`src/design/dsci_pkg.sv`:
```
`timescale 1ns / 1ps
// Shared types and constants for the depth sorted command insert core.
// No dependencies; imported by every module of the block.
package dsci_pkg;

    localparam int MAX_ENTRIES  = 64;
    localparam int HEADER_BYTES = 16;

    localparam int POS_W  = $clog2(MAX_ENTRIES);
    localparam int CNT_W  = $clog2(MAX_ENTRIES + 1);
    localparam int NEED_W = 17;

    localparam int S_TDATA_W = 72;
    localparam int S_TUSER_W = 4;
    localparam int M_TDATA_W = 96;
    localparam int M_TUSER_W = 3;

    localparam logic [1:0] CMD_PUSH  = 2'd0;
    localparam logic [1:0] CMD_READ  = 2'd1;
    localparam logic [1:0] CMD_CLEAR = 2'd2;

    // One stored list entry.
    typedef struct packed {
        logic [31:0] depth;
        logic [15:0] layer;
        logic [15:0] offset;
        logic [1:0]  kind;
    } entry_t;

    // Controller to datapath commands.
    typedef struct packed {
        logic load_item;
        logic start_push;
        logic read_issue;
        logic scan_shift;
        logic scan_place;
        logic read_done;
        logic res_none;
        logic do_clear;
        logic load_out;
    } dsci_cmd_t;

    // Datapath to controller status.
    typedef struct packed {
        logic             is_push;
        logic             is_read;
        logic             is_clear;
        logic             push_ok;
        logic             read_ok;
        logic             scan_go;
        logic [CNT_W-1:0] count;
    } dsci_stat_t;

endpackage

```
`src/design/dsci_datapath.sv`:
```
`timescale 1ns / 1ps
// Datapath: item capture, sorted entry memory, buffer accounting, result registers.
// Depends on dsci_pkg; driven by dsci_ctrl commands.
module dsci_datapath (
    input  logic                          aclk,
    input  logic                          aresetn,
    input  logic [dsci_pkg::S_TDATA_W-1:0] s_tdata,
    input  logic [dsci_pkg::S_TUSER_W-1:0] s_tuser,
    input  logic                          cfg_wen,
    input  logic [15:0]                   cfg_wdata,
    input  dsci_pkg::dsci_cmd_t           cmd,
    output dsci_pkg::dsci_stat_t          stat,
    output logic [dsci_pkg::M_TDATA_W-1:0] m_tdata,
    output logic [dsci_pkg::M_TUSER_W-1:0] m_tuser
);
    import dsci_pkg::*;

    entry_t mem [MAX_ENTRIES];
    entry_t rd_data_reg;
    logic [POS_W-1:0] rd_addr;

    logic [1:0]  cmd_reg;
    logic [11:0] payload_reg;
    logic [1:0]  kind_reg;
    logic [31:0] depth_reg;
    logic [15:0] layer_reg;
    logic [5:0]  rpos_reg;

    logic [15:0]      capacity_reg;
    logic [15:0]      bytes_used_reg;
    logic [CNT_W-1:0] count_reg;
    logic [CNT_W-1:0] pos_reg;

    logic [NEED_W-1:0] need;
    logic [15:0]       offset;
    logic              sorts_first;
    entry_t            new_entry;

    // staged result
    logic        res_acc_reg;
    logic [15:0] res_poff_reg;
    logic [5:0]  res_land_reg;
    logic [1:0]  res_rkind_reg;
    logic [15:0] res_roff_reg;
    logic [31:0] res_rdepth_reg;
    logic [15:0] res_rlayer_reg;
    logic [6:0]  res_total_reg;

    logic [M_TDATA_W-1:0] m_tdata_reg;
    logic [M_TUSER_W-1:0] m_tuser_reg;

    always_ff @(posedge aclk) begin
        if (cmd.load_item) begin
            cmd_reg     <= s_tuser[1:0];
            kind_reg    <= s_tuser[3:2];
            payload_reg <= s_tdata[11:0];
            depth_reg   <= s_tdata[43:12];
            layer_reg   <= s_tdata[59:44];
            rpos_reg    <= s_tdata[65:60];
        end
    end

    assign need   = NEED_W'(bytes_used_reg) + NEED_W'(HEADER_BYTES) + NEED_W'(payload_reg);
    assign offset = 16'(NEED_W'(bytes_used_reg) + NEED_W'(HEADER_BYTES));

    // strict order: depth first, then layer, both signed
    assign sorts_first = ($signed(depth_reg) < $signed(rd_data_reg.depth)) ||
                         ((depth_reg == rd_data_reg.depth) &&
                          ($signed(layer_reg) < $signed(rd_data_reg.layer)));

    assign new_entry = '{depth: depth_reg, layer: layer_reg, offset: offset, kind: kind_reg};

    assign stat.is_push  = (cmd_reg == CMD_PUSH);
    assign stat.is_read  = (cmd_reg == CMD_READ);
    assign stat.is_clear = (cmd_reg == CMD_CLEAR);
    assign stat.push_ok  = (need <= NEED_W'(capacity_reg)) &&
                           (count_reg < CNT_W'(MAX_ENTRIES));
    assign stat.read_ok  = (32'(rpos_reg) < 32'(count_reg));
    assign stat.scan_go  = (pos_reg != '0) && sorts_first;
    assign stat.count    = count_reg;

    always_comb begin
        if (cmd.start_push) begin
            rd_addr = POS_W'(count_reg - CNT_W'(1));
        end else if (cmd.read_issue) begin
            rd_addr = POS_W'(rpos_reg);
        end else begin
            rd_addr = POS_W'(pos_reg - CNT_W'(2));
        end
    end

    always_ff @(posedge aclk) begin
        rd_data_reg <= mem[rd_addr];
        if (cmd.scan_shift) begin
            mem[POS_W'(pos_reg)] <= rd_data_reg;
        end else if (cmd.scan_place) begin
            mem[POS_W'(pos_reg)] <= new_entry;
        end
    end

    always_ff @(posedge aclk) begin
        if (cmd.start_push) begin
            pos_reg <= count_reg;
        end else if (cmd.scan_shift) begin
            pos_reg <= pos_reg - CNT_W'(1);
        end
    end

    always_ff @(posedge aclk) begin
        if (!aresetn) begin
            capacity_reg   <= 16'hFFFF;
            bytes_used_reg <= '0;
            count_reg      <= '0;
        end else begin
            if (cfg_wen) begin
                capacity_reg <= cfg_wdata;
            end
            if (cmd.scan_place) begin
                bytes_used_reg <= need[15:0];
                count_reg      <= count_reg + CNT_W'(1);
            end else if (cmd.do_clear) begin
                bytes_used_reg <= '0;
                count_reg      <= '0;
            end
        end
    end

    always_ff @(posedge aclk) begin
        if (cmd.scan_place) begin
            res_acc_reg    <= 1'b1;
            res_poff_reg   <= offset;
            res_land_reg   <= 6'(pos_reg);
            res_rkind_reg  <= '0;
            res_roff_reg   <= '0;
            res_rdepth_reg <= '0;
            res_rlayer_reg <= '0;
            res_total_reg  <= 7'(count_reg + CNT_W'(1));
        end else if (cmd.read_done) begin
            res_acc_reg    <= 1'b1;
            res_poff_reg   <= '0;
            res_land_reg   <= '0;
            res_rkind_reg  <= rd_data_reg.kind;
            res_roff_reg   <= rd_data_reg.offset;
            res_rdepth_reg <= rd_data_reg.depth;
            res_rlayer_reg <= rd_data_reg.layer;
            res_total_reg  <= 7'(count_reg);
        end else if (cmd.res_none || cmd.do_clear) begin
            res_acc_reg    <= 1'b0;
            res_poff_reg   <= '0;
            res_land_reg   <= '0;
            res_rkind_reg  <= '0;
            res_roff_reg   <= '0;
            res_rdepth_reg <= '0;
            res_rlayer_reg <= '0;
            res_total_reg  <= cmd.do_clear ? 7'd0 : 7'(count_reg);
        end
    end

    always_ff @(posedge aclk) begin
        if (cmd.load_out) begin
            m_tdata_reg <= {3'b000, res_total_reg, res_rlayer_reg, res_rdepth_reg,
                            res_roff_reg, res_land_reg, res_poff_reg};
            m_tuser_reg <= {res_rkind_reg, res_acc_reg};
        end
    end

    assign m_tdata = m_tdata_reg;
    assign m_tuser = m_tuser_reg;

endmodule

```
`src/design/dsci_ctrl.sv`:
```
`timescale 1ns / 1ps
// Controller state machine: sequences decode, insertion scan, read and output hand-off.
// Depends on dsci_pkg; drives dsci_datapath.
module dsci_ctrl (
    input  logic                 aclk,
    input  logic                 aresetn,
    input  logic                 s_tvalid,
    output logic                 s_tready,
    output logic                 m_tvalid,
    input  logic                 m_tready,
    input  dsci_pkg::dsci_stat_t stat,
    output dsci_pkg::dsci_cmd_t  cmd
);
    import dsci_pkg::*;

    localparam logic [2:0] ST_IDLE   = 3'd0;
    localparam logic [2:0] ST_DECIDE = 3'd1;
    localparam logic [2:0] ST_SCAN   = 3'd2;
    localparam logic [2:0] ST_RDATA  = 3'd3;
    localparam logic [2:0] ST_FINISH = 3'd4;

    logic [2:0] state_reg, state_next;
    logic       m_tvalid_reg, m_tvalid_next;
    logic       out_free;

    assign out_free = !m_tvalid_reg || m_tready;

    always_comb begin
        cmd        = '0;
        s_tready   = 1'b0;
        state_next = state_reg;
        case (state_reg)
            ST_IDLE: begin
                s_tready = 1'b1;
                if (s_tvalid) begin
                    cmd.load_item = 1'b1;
                    state_next    = ST_DECIDE;
                end
            end
            ST_DECIDE: begin
                if (stat.is_push && stat.push_ok) begin
                    cmd.start_push = 1'b1;
                    state_next     = ST_SCAN;
                end else if (stat.is_read && stat.read_ok) begin
                    cmd.read_issue = 1'b1;
                    state_next     = ST_RDATA;
                end else if (stat.is_clear) begin
                    cmd.do_clear = 1'b1;
                    state_next   = ST_FINISH;
                end else begin
                    cmd.res_none = 1'b1;
                    state_next   = ST_FINISH;
                end
            end
            ST_SCAN: begin
                if (stat.scan_go) begin
                    cmd.scan_shift = 1'b1;
                end else begin
                    cmd.scan_place = 1'b1;
                    state_next     = ST_FINISH;
                end
            end
            ST_RDATA: begin
                cmd.read_done = 1'b1;
                state_next    = ST_FINISH;
            end
            ST_FINISH: begin
                if (out_free) begin
                    cmd.load_out = 1'b1;
                    state_next   = ST_IDLE;
                end
            end
            default: begin
                state_next = ST_IDLE;
            end
        endcase
    end

    always_comb begin
        if (cmd.load_out) begin
            m_tvalid_next = 1'b1;
        end else if (m_tready) begin
            m_tvalid_next = 1'b0;
        end else begin
            m_tvalid_next = m_tvalid_reg;
        end
    end

    always_ff @(posedge aclk) begin
        if (!aresetn) begin
            state_reg    <= ST_IDLE;
            m_tvalid_reg <= 1'b0;
        end else begin
            state_reg    <= state_next;
            m_tvalid_reg <= m_tvalid_next;
        end
    end

    assign m_tvalid = m_tvalid_reg;

endmodule

```
`src/design/depth_sorted_command_insert_core.sv`:
```
`timescale 1ns / 1ps
// Top level of the depth sorted command insert core.
// Depends on dsci_pkg, dsci_ctrl and dsci_datapath.

// Keeps up to 64 draw entries sorted by signed Q16.16 depth, then signed layer, with equal
// keys in arrival order. Each input item is a push, a read, a clear or an unused command, and
// yields exactly one result item. A push reserves 16 header bytes plus its payload in a buffer
// of cfg_wdata bytes (reset 65535); it is rejected when the buffer or the list is full. Entries
// live in a single-port-read, single-port-write memory, and a push walks it from the tail one
// entry per cycle, moving each held entry that sorts after the new one up a slot. Reads,
// clears, rejected pushes and unused commands skip the walk. One item is in work at a time;
// the next item is taken while a finished result still waits on the output register. Stored
// entries are not cleared at reset; reads only reach positions that a push has written.
module depth_sorted_command_insert_core (
    input  logic                           aclk,
    input  logic                           aresetn,
    // config: buffer capacity in bytes
    input  logic                           cfg_wen,
    input  logic [15:0]                    cfg_wdata,
    // input items
    input  logic                           s_tvalid,
    output logic                           s_tready,
    // [11:0] payload_bytes, [43:12] depth_key, [59:44] layer, [65:60] read_position, pad
    input  logic [dsci_pkg::S_TDATA_W-1:0] s_tdata,
    // [1:0] command, [3:2] entry_kind
    input  logic [dsci_pkg::S_TUSER_W-1:0] s_tuser,
    // result items
    output logic                           m_tvalid,
    input  logic                           m_tready,
    // [15:0] payload_offset, [21:16] landed_position, [37:22] read_offset,
    // [69:38] read_depth, [85:70] read_layer, [92:86] entry_total, pad
    output logic [dsci_pkg::M_TDATA_W-1:0] m_tdata,
    // [0] accepted, [2:1] read_kind
    output logic [dsci_pkg::M_TUSER_W-1:0] m_tuser
);
    import dsci_pkg::*;

    dsci_cmd_t  ctrl_cmd;
    dsci_stat_t dp_stat;

    dsci_ctrl u_ctrl (
        .aclk     (aclk),
        .aresetn  (aresetn),
        .s_tvalid (s_tvalid),
        .s_tready (s_tready),
        .m_tvalid (m_tvalid),
        .m_tready (m_tready),
        .stat     (dp_stat),
        .cmd      (ctrl_cmd)
    );

    dsci_datapath u_datapath (
        .aclk      (aclk),
        .aresetn   (aresetn),
        .s_tdata   (s_tdata),
        .s_tuser   (s_tuser),
        .cfg_wen   (cfg_wen),
        .cfg_wdata (cfg_wdata),
        .cmd       (ctrl_cmd),
        .stat      (dp_stat),
        .m_tdata   (m_tdata),
        .m_tuser   (m_tuser)
    );

`ifndef SYNTHESIS
    // list never grows past its entry limit
    assert property (@(posedge aclk) disable iff (!aresetn)
        dp_stat.count <= CNT_W'(MAX_ENTRIES))
        else $error("entry count exceeds list size");

    // only one item in work: intake closes right after an accept
    assert property (@(posedge aclk) disable iff (!aresetn)
        (s_tvalid && s_tready) |=> !s_tready)
        else $error("second item taken while one is in work");

    // a new result appears only from the output load
    assert property (@(posedge aclk) disable iff (!aresetn)
        $rose(m_tvalid) |-> $past(ctrl_cmd.load_out))
        else $error("result valid without output load");

    // insertion only ever runs on an accepted push
    assert property (@(posedge aclk) disable iff (!aresetn)
        (ctrl_cmd.scan_shift || ctrl_cmd.scan_place) |-> dp_stat.is_push)
        else $error("insertion scan on a non-push item");
`endif

endmodule

```
`config.mk`:
```
export PLATFORM = sky130hd
export DESIGN_NAME = depth_sorted_command_insert_core
export DESIGN_NICKNAME = d
export VERILOG_FILES = /design/src/design/dsci_pkg.sv /design/src/design/dsci_datapath.sv /design/src/design/dsci_ctrl.sv /design/src/design/depth_sorted_command_insert_core.sv
export SDC_FILE = /design/constraint.sdc
export NUM_CORES = 2
export LEC_CHECK = 0
export BUFFER_PORTS_ARGS = -buffer_cell sky130_fd_sc_hd__buf_2
export CORE_UTILIZATION = 35
export DETAILED_ROUTE_END_ITERATION = 12
export GPL_ROUTABILITY_DRIVEN = 0
export PLACE_DENSITY = 0.51
export SYNTH_ARGS = -nofsm -noshare
export SYNTH_HDL_FRONTEND = slang
export SYNTH_MEMORY_MAX_BITS = 65536
export SYNTH_SLANG_ARGS = --single-unit
export TNS_END_PERCENT = 50
```
`constraint.sdc`:
```
create_clock -name aclk -period 7.7 [get_ports aclk]
set_input_delay 0.77 -clock aclk [delete_from_list [all_inputs] [get_ports aclk]]
set_output_delay 0.77 -clock aclk [all_outputs]
set_load 0.005 [all_outputs]
```
## After elaboration in Yosys (flattened, before gate mapping)

Memory sizes are Yosys's and may differ from the RTL's. A register that Yosys moved wholly into a read port is not among the register bits.
Index checks and enable logic that the tools add are counted.

- Register bits: 312
- Bits in latches: 0
- RAM bits: 4224
- Memory bits (read-only): 0
- Input bits: 97
- Output and inout bits: 101
- Word-level logic and storage cells: 119
- Memories kept: 1

- $add $sub $neg: 6
- Multipliers: 0
- Divide/modulo/power cells: 0
- Order comparisons: 5
- Equality and inequality tests: 10
- Shift operators: 0
- Mux-type cells: 55
- Bitwise operators: 1
- Reductions and logical operators: 19

Memories:

| memory | words | width | rd ports | clocked after memory_dff | write ports | RTL line | RTL |
|---|---|---|---|---|---|---|---|
| u_datapath.mem | 64 | 66 | 1 | 1 | 1 | dsci_datapath.sv:18 | `entry_t mem [MAX_ENTRIES];` |

Operators by type and width:

| operator | count |
|---|---|
| $mux 16 | 7 |
| $mux 66 | 1 |
| $mux 32 | 2 |
| $mux 7 | 7 |
| $eq 32x32->1 | 1 |
| $lt 32x32->1 | 1 |
| $mux 6 | 5 |
| $mux 1 | 20 |
| $add 16x5->17 const B | 1 |
| $add 17x12->17 | 1 |
| $le 17x16->1 | 1 |
| $lt 16x16->1 | 1 |
| $mux 3 | 5 |
| $pmux 3 s5 | 1 |
| $mux 2 | 7 |
| $reduce_bool 2->1 | 4 |
| $add 7x1->7 const B | 1 |
| $lt 6x7->1 | 1 |
| $lt 7x7->1 const B | 1 |
| $reduce_bool 7->1 | 1 |
| $sub 7x1->7 const B | 1 |
| $eq 3x2->1 const B | 2 |
| $sub 6x1->6 const B | 1 |
| $sub 6x2->6 const B | 1 |
| 15 further kinds | 22 |

## Longest topological paths before layout

- Word-level depth: 11
- Mapped depth: 31
- Depth with buffers taken out: 25

## Modules after synthesis

A second synthesis with hierarchy kept.

- Cells, all modules: 13233
- Area total of the unflattened synthesis: 180172.8 µm²

Modules (own cells, without submodules):

| module | instances | cells an instance | area an instance (µm²) | seq. area each (µm²) |
|---|---|---|---|---|
| dsci_datapath | 1 | 13196 | 179840.0 | 136350.8 |
| dsci_ctrl | 1 | 37 | 332.8 | 80.1 |

## Least setup slack after synthesis

Ideal clock, no wire load.

- Kind: register to register
- Start: register u_datapath.depth_reg[17]
- End: memory u_datapath.mem[0][34] (netlist name) (data pin)
- Library setup time: 0.702 ns
- Data arrival time: 5.552 ns
- Data required time: 6.998 ns
- Path slack: 1.446 ns
- Cell stages (with the launch flop): 16
- Buffers on the path: 2
- Clock period less this slack: 6.254 ns
- Cell sequence: edfxtp_1 -> ha_1 -> a21o_1 -> a21o_1 -> a21o_1 -> a21o_1 -> a21o_1 -> a211oi_1 -> o21ai_0 -> a211o_1 -> mux2i_1 -> o21ai_1 -> clkbuf_1 -> nand2_1 -> clkbuf_1 -> o21ai_0

- Longest elaborated chain between the ends: 10
- Elaborated cells on any way between the ends: 12
- Classes of those cells: order compare: 1; eq/ne: 1; mux: 7; reduce/logical: 3

Ends and longest elaborated chain:

| item | RTL line | RTL |
|---|---|---|
| start: declaration | dsci_datapath.sv:25 | `logic [31:0] depth_reg;` |
| start signal: assignment | dsci_datapath.sv:57 | `depth_reg <= s_tdata[43:12];` |
| branches (longest 2 deep; another with $lt 32x32->1) | - |  |
| $logic_or 1x1->1 * | dsci_datapath.sv:67 | `assign sorts_first = ($signed(depth_reg) < $signed(rd_data_reg.depth)) \|\|` |
| $logic_and 1x1->1 * | dsci_datapath.sv:79 | `assign stat.scan_go = (pos_reg != '0) && sorts_first;` |
| $mux 1 | dsci_ctrl.sv:56 | `if (stat.scan_go) begin` |
| $mux 2 * | dsci_ctrl.sv:32 | `case (state_reg)` |
| $mux 1 | dsci_datapath.sv:96 | `end else if (cmd.scan_place) begin` |
| $mux 1 * | dsci_datapath.sv:94 | `if (cmd.scan_shift) begin` |
| $mux 1 (not written as such) * | dsci_datapath.sv:97 | `mem[POS_W'(pos_reg)] <= new_entry;` |
| $mux 66 (no source line) * | - |  |
| end: declaration | dsci_datapath.sv:18 |  |

Mark *: on every way between the ends.

## Worst setup path in the final report

- Start: register u_datapath.payload_reg[1]
- End: register, netlist name u_datapath.rd_data_reg[60]

- Longest elaborated chain between the ends: 8
- Elaborated cells on any way between the ends: 9
- Classes of those cells: add/sub: 1; order compare: 1; mux: 5; reduce/logical: 2

Ends and longest elaborated chain:

| item | RTL line | RTL |
|---|---|---|
| start: declaration | dsci_datapath.sv:23 | `logic [11:0] payload_reg;` |
| start signal: assignment | dsci_datapath.sv:56 | `payload_reg <= s_tdata[11:0];` |
| $add 17x12->17 * | dsci_datapath.sv:63 | `assign need = NEED_W'(bytes_used_reg) + NEED_W'(HEADER_BYTES) + NEED_W'(payload_reg);` |
| $le 17x16->1 * | dsci_datapath.sv:76 | `assign stat.push_ok = (need <= NEED_W'(capacity_reg)) &&` |
| $logic_and 1x1->1 * | dsci_datapath.sv:76 |  |
| $logic_and 1x1->1 * | dsci_ctrl.sv:41 | `if (stat.is_push && stat.push_ok) begin` |
| $mux 1 | dsci_ctrl.sv:41 |  |
| $mux 2 * | dsci_ctrl.sv:32 |  |
| $mux 6 | dsci_datapath.sv:85 | `end else if (cmd.read_issue) begin` |
| $mux 6 * | dsci_datapath.sv:83 | `if (cmd.start_push) begin` |

Every way passes the cells marked *; elsewhere a longest branch is shown, timed or not.
A chain may end at the register's enable or synchronous reset.

==> results.rst <==
.. list-table::
   :header-rows: 1

   * - Metric
     - Value
   * - Status
     - completed
   * - Total placed instance area
     - 195000 um2
   * - Top fanout value on the critical path
     - 28
   * - Reg2reg setup slack
     - roughly 230 ps
   * - Full die area
     - roughly 520000 um2
   * - Fraction of layout instances using a drive strength above 1
     - 0.174
   * - Total standard cell area after synthesis
     - ~180000 um2
   * - Launch point of the worst hold path
     - s_tdata[47]
   * - Post-detail-place hpwl
     - 341 mm
   * - WL/cell
     - 31.0 um
   * - Synth Register Bits
     - 4602
   * - Worst path slowest cell
     - a2111o_2
   * - CTS Root Buffer Type
     - clkbuf_16
   * - End point of the worst hold path
     - u_datapath.layer_reg[3]$_DFFE_PP_
   * - Core Rows
     - approximately 260
   * - Finished Cell Area
     - about 210000 um2
   * - Horiz. Die Dim
     - approximately 720 um
   * - Time the final worst path needs with I/O delays and setup
     - 7470 ps
   * - Data required, critical path
     - ~8600 ps
   * - Critical Path Max Stage Delay
     - roughly 510 ps
   * - Initial DRC Count
     - 15300
   * - Total power divided by cell area
     - between 200 and 300 nW/um2
   * - Synthesis-to-finish area growth
     - 17.8%
   * - Yosys Warn Count
     - 0
   * - Number of flops mapped to enable cells by yosys
     - approximately 4400
   * - Mapped Avg Cell Area
     - between 15 and 20 um2
   * - Filler-free cell count of the finished design
     - ~20000
   * - CTS tree
     - done
   * - Cells on worst reg2reg path
     - 29
   * - Min-Delay Path Class
     - in2reg
   * - Leakage power figure
     - around 0.072 uW
   * - Top flip-flop cell by instance count after synthesis
     - edfxtp_1
   * - Worst endpoint data arrival time
     - around 8400 ps
   * - Source of the critical timing path
     - u_datapath.payload_reg[1]$_DFFE_PP_
   * - Total instance count after detailed placement
     - 18700
   * - Leading cell type in the layout, fill and taps excluded
     - edfxtp_1
   * - Sum of overflow across all layers after global routing
     - 0
   * - Post-placement setup slack
     - -84.9 ps
   * - Max-capacitance violation count
     - 0
   * - Setup skew after layout
     - 61.5 ps
   * - Number of primary I/O pins
     - approximately 200
   * - Count of buffers inserted at the top-level ports
     - roughly 190
   * - Share of synthesized registers carrying an async set or reset
     - 0
   * - Part of the Yosys area used for sequential elements
     - 0.761
   * - Actual transition at the worst max-transition pin
     - approximately 1300 ps
   * - Via count of the routed design
     - 111000
   * - Number of global-route vias before repair
     - roughly 110k
   * - Area of the core region
     - 510000 um2
   * - Vias per cell
     - 5.65
   * - CTS Buf Count
     - about 460
   * - Post-detailed-route DRC marker count
     - 0
   * - Destination of the worst register-to-register timing path
     - u_datapath.rd_data_reg[60]$_DFF_P_
   * - Maximum number of pins on one net before global-route repair
     - 95
   * - Worst IR Drop VDD
     - between 0.2 and 0.25 mV
   * - Buffer levels on the longest clock path
     - 4
   * - Period utilisation layout
     - 0.971
   * - Count of endpoints failing hold in the final timing report
     - 0
   * - Hold slack final
     - roughly 77 ps
   * - Kind of end point of the critical path
     - flip-flop
   * - Initial cell density of the core
     - 0.352
   * - Net count reported at finish
     - around 13000
   * - Routed wire length
     - ~610 mm
   * - Type of origin of the critical path
     - flip-flop
   * - Global-route total usage across every layer
     - 0.229
   * - Total count of max-transition violations in the final report
     - 0
   * - Detail Route Antenna Nets
     - 0
   * - Max reg flops
     - approximately 4200
   * - Cells after Synth
     - roughly 12000
   * - Path type of the worst setup path
     - reg2reg
   * - Leading cell types in the layout, fill and taps excluded
     - edfxtp_1 (4426), nand2_1 (2592), nand3_1 (1114), buf_4 (680), clkbuf_16 (469)
   * - Final TNS setup
     - 0 ps
   * - Rel. slew slack
     - 0.123
   * - Number of detailed-route iterations in the first pass
     - 6
   * - Post-route setup slack
     - 226 ps
   * - Number of cells on the worst hold path
     - 1
   * - Clock tree sinks
     - approximately 4600
   * - Number of antenna violations at the first check in global routing
     - 44
   * - Die H
     - about 700 um
   * - Clock edge transition at the registers on the reported setup and hold paths
     - 60 ps
   * - Clock latency on the worst-skew pair
     - 1040 ps
   * - H-tree Lvls
     - 5
   * - Global-route wire length before repair
     - 839 mm
   * - Peak clock frequency supported by timing
     - about 0.13 GHz
   * - Critical R2R Launch
     - u_datapath.payload_reg[1]$_DFFE_PP_
   * - Number of library cell types mapped by synthesis
     - 70
   * - Setup violations, final
     - 0
## synth_stat cells, drive strengths merged, types with 113 or more instances
cell type  number  area [um2]
edfxtp       4426      133000
a21oi         401        2010
nor2          113         424
a22o          162        1420
dfxtp         176        3520
mux4          326        7340
nand3        1114        5580
and3          159         995
buf           406        2090
mux2i         363        3640
nand2        2599        9760
o22ai         129         807
a31oi         207        1290
clkbuf        317        1190
## power breakdown
group / internal [uW] / switching (uW)
combinational: 1340 / 3340
clock: 13400 / 9720
sequential: 28800 / 306
total: 43500 / 13400
## worst max-delay path: cells and delay by family, from the launching register on
kind / cells / cell delay, ps
xor+xnor: 1 / 240
buf+inv: 4 / 860
compound gates: 17 / 3890
flops: 1 / 440
fa+ha+maj: 2 / 600
mux: 3 / 680
simple gates: 2 / 550
## per-layer routing
layer / global-route usage / wire [um]
met3: 0.0360 / 57100
met2: 0.369 / 284000
met1: 0.318 / 246000
met4: 0.0746 / 22500
met5: 0 / 55
## what timing repair did
action / CTS / global route
hold buffers: 83 / 0
pin swaps: 0 / 1
gates resized for setup: 7 / 45
endpoints found under the hold margin: 83 / 0
endpoints found under the setup margin: 7 / 60
setup buffers: 0 / 6
cloned: 0 / 0
## through the flow
| stage | utilization | power [uW] |
|---|---|---|
| after global routing | 0.415 | 58400 |
| after detailed placement | 0.382 | 34200 |
| after floorplan | - | 31700 |
| after global placement | 0.382 | 34100 |
| after CTS | 0.414 | 57100 |
| final | 0.415 | 56800 |
## cells by family (layout without fill, tap and decap cells)
| logic type | after synthesis | count (layout) | synth area share |
|---|---|---|---|
| compound gates | 1320 | 1320 | 0.0496 |
| fa+ha+maj | 90 | 90 | 0.00632 |
| buf+inv | 806 | 2079 | 0.0201 |
| xor+xnor | 34 | 34 | 0.00166 |
| flops | 4602 | 4602 | 0.761 |
| simple gates | 4082 | 4082 | 0.0969 |
| mux | 743 | 743 | 0.0647 |
| other cells | 1 | 13 | 0.0000209 |
## worst max-delay path by stage
stage,to,slack (ps),cells after the start
after detailed placement,u_datapath.rd_data_reg[28]$_DFF_P_,-80,29
after floorplan,u_datapath.mem[0][34]$_DFFE_PP_,1450,15
after global routing,u_datapath.rd_data_reg[60]$_DFF_P_,-20,29
after CTS,u_datapath.rd_data_reg[18]$_DFF_P_,9,30
final,u_datapath.rd_data_reg[60]$_DFF_P_,230,29
after global placement,u_datapath.rd_data_reg[61]$_DFF_P_,-350,29
## layout make-up
class	count	area, um2
inverter	83	312
clock buffer	581	12400
timing repair buffer	1122	10300
multi-input combinational	6272	40400
tap	6732	8420
antenna	10	25.0
clock inverter	293	3060
fill	45400	298000
sequential	4602	136000
(Power assumes the default switching activity.)
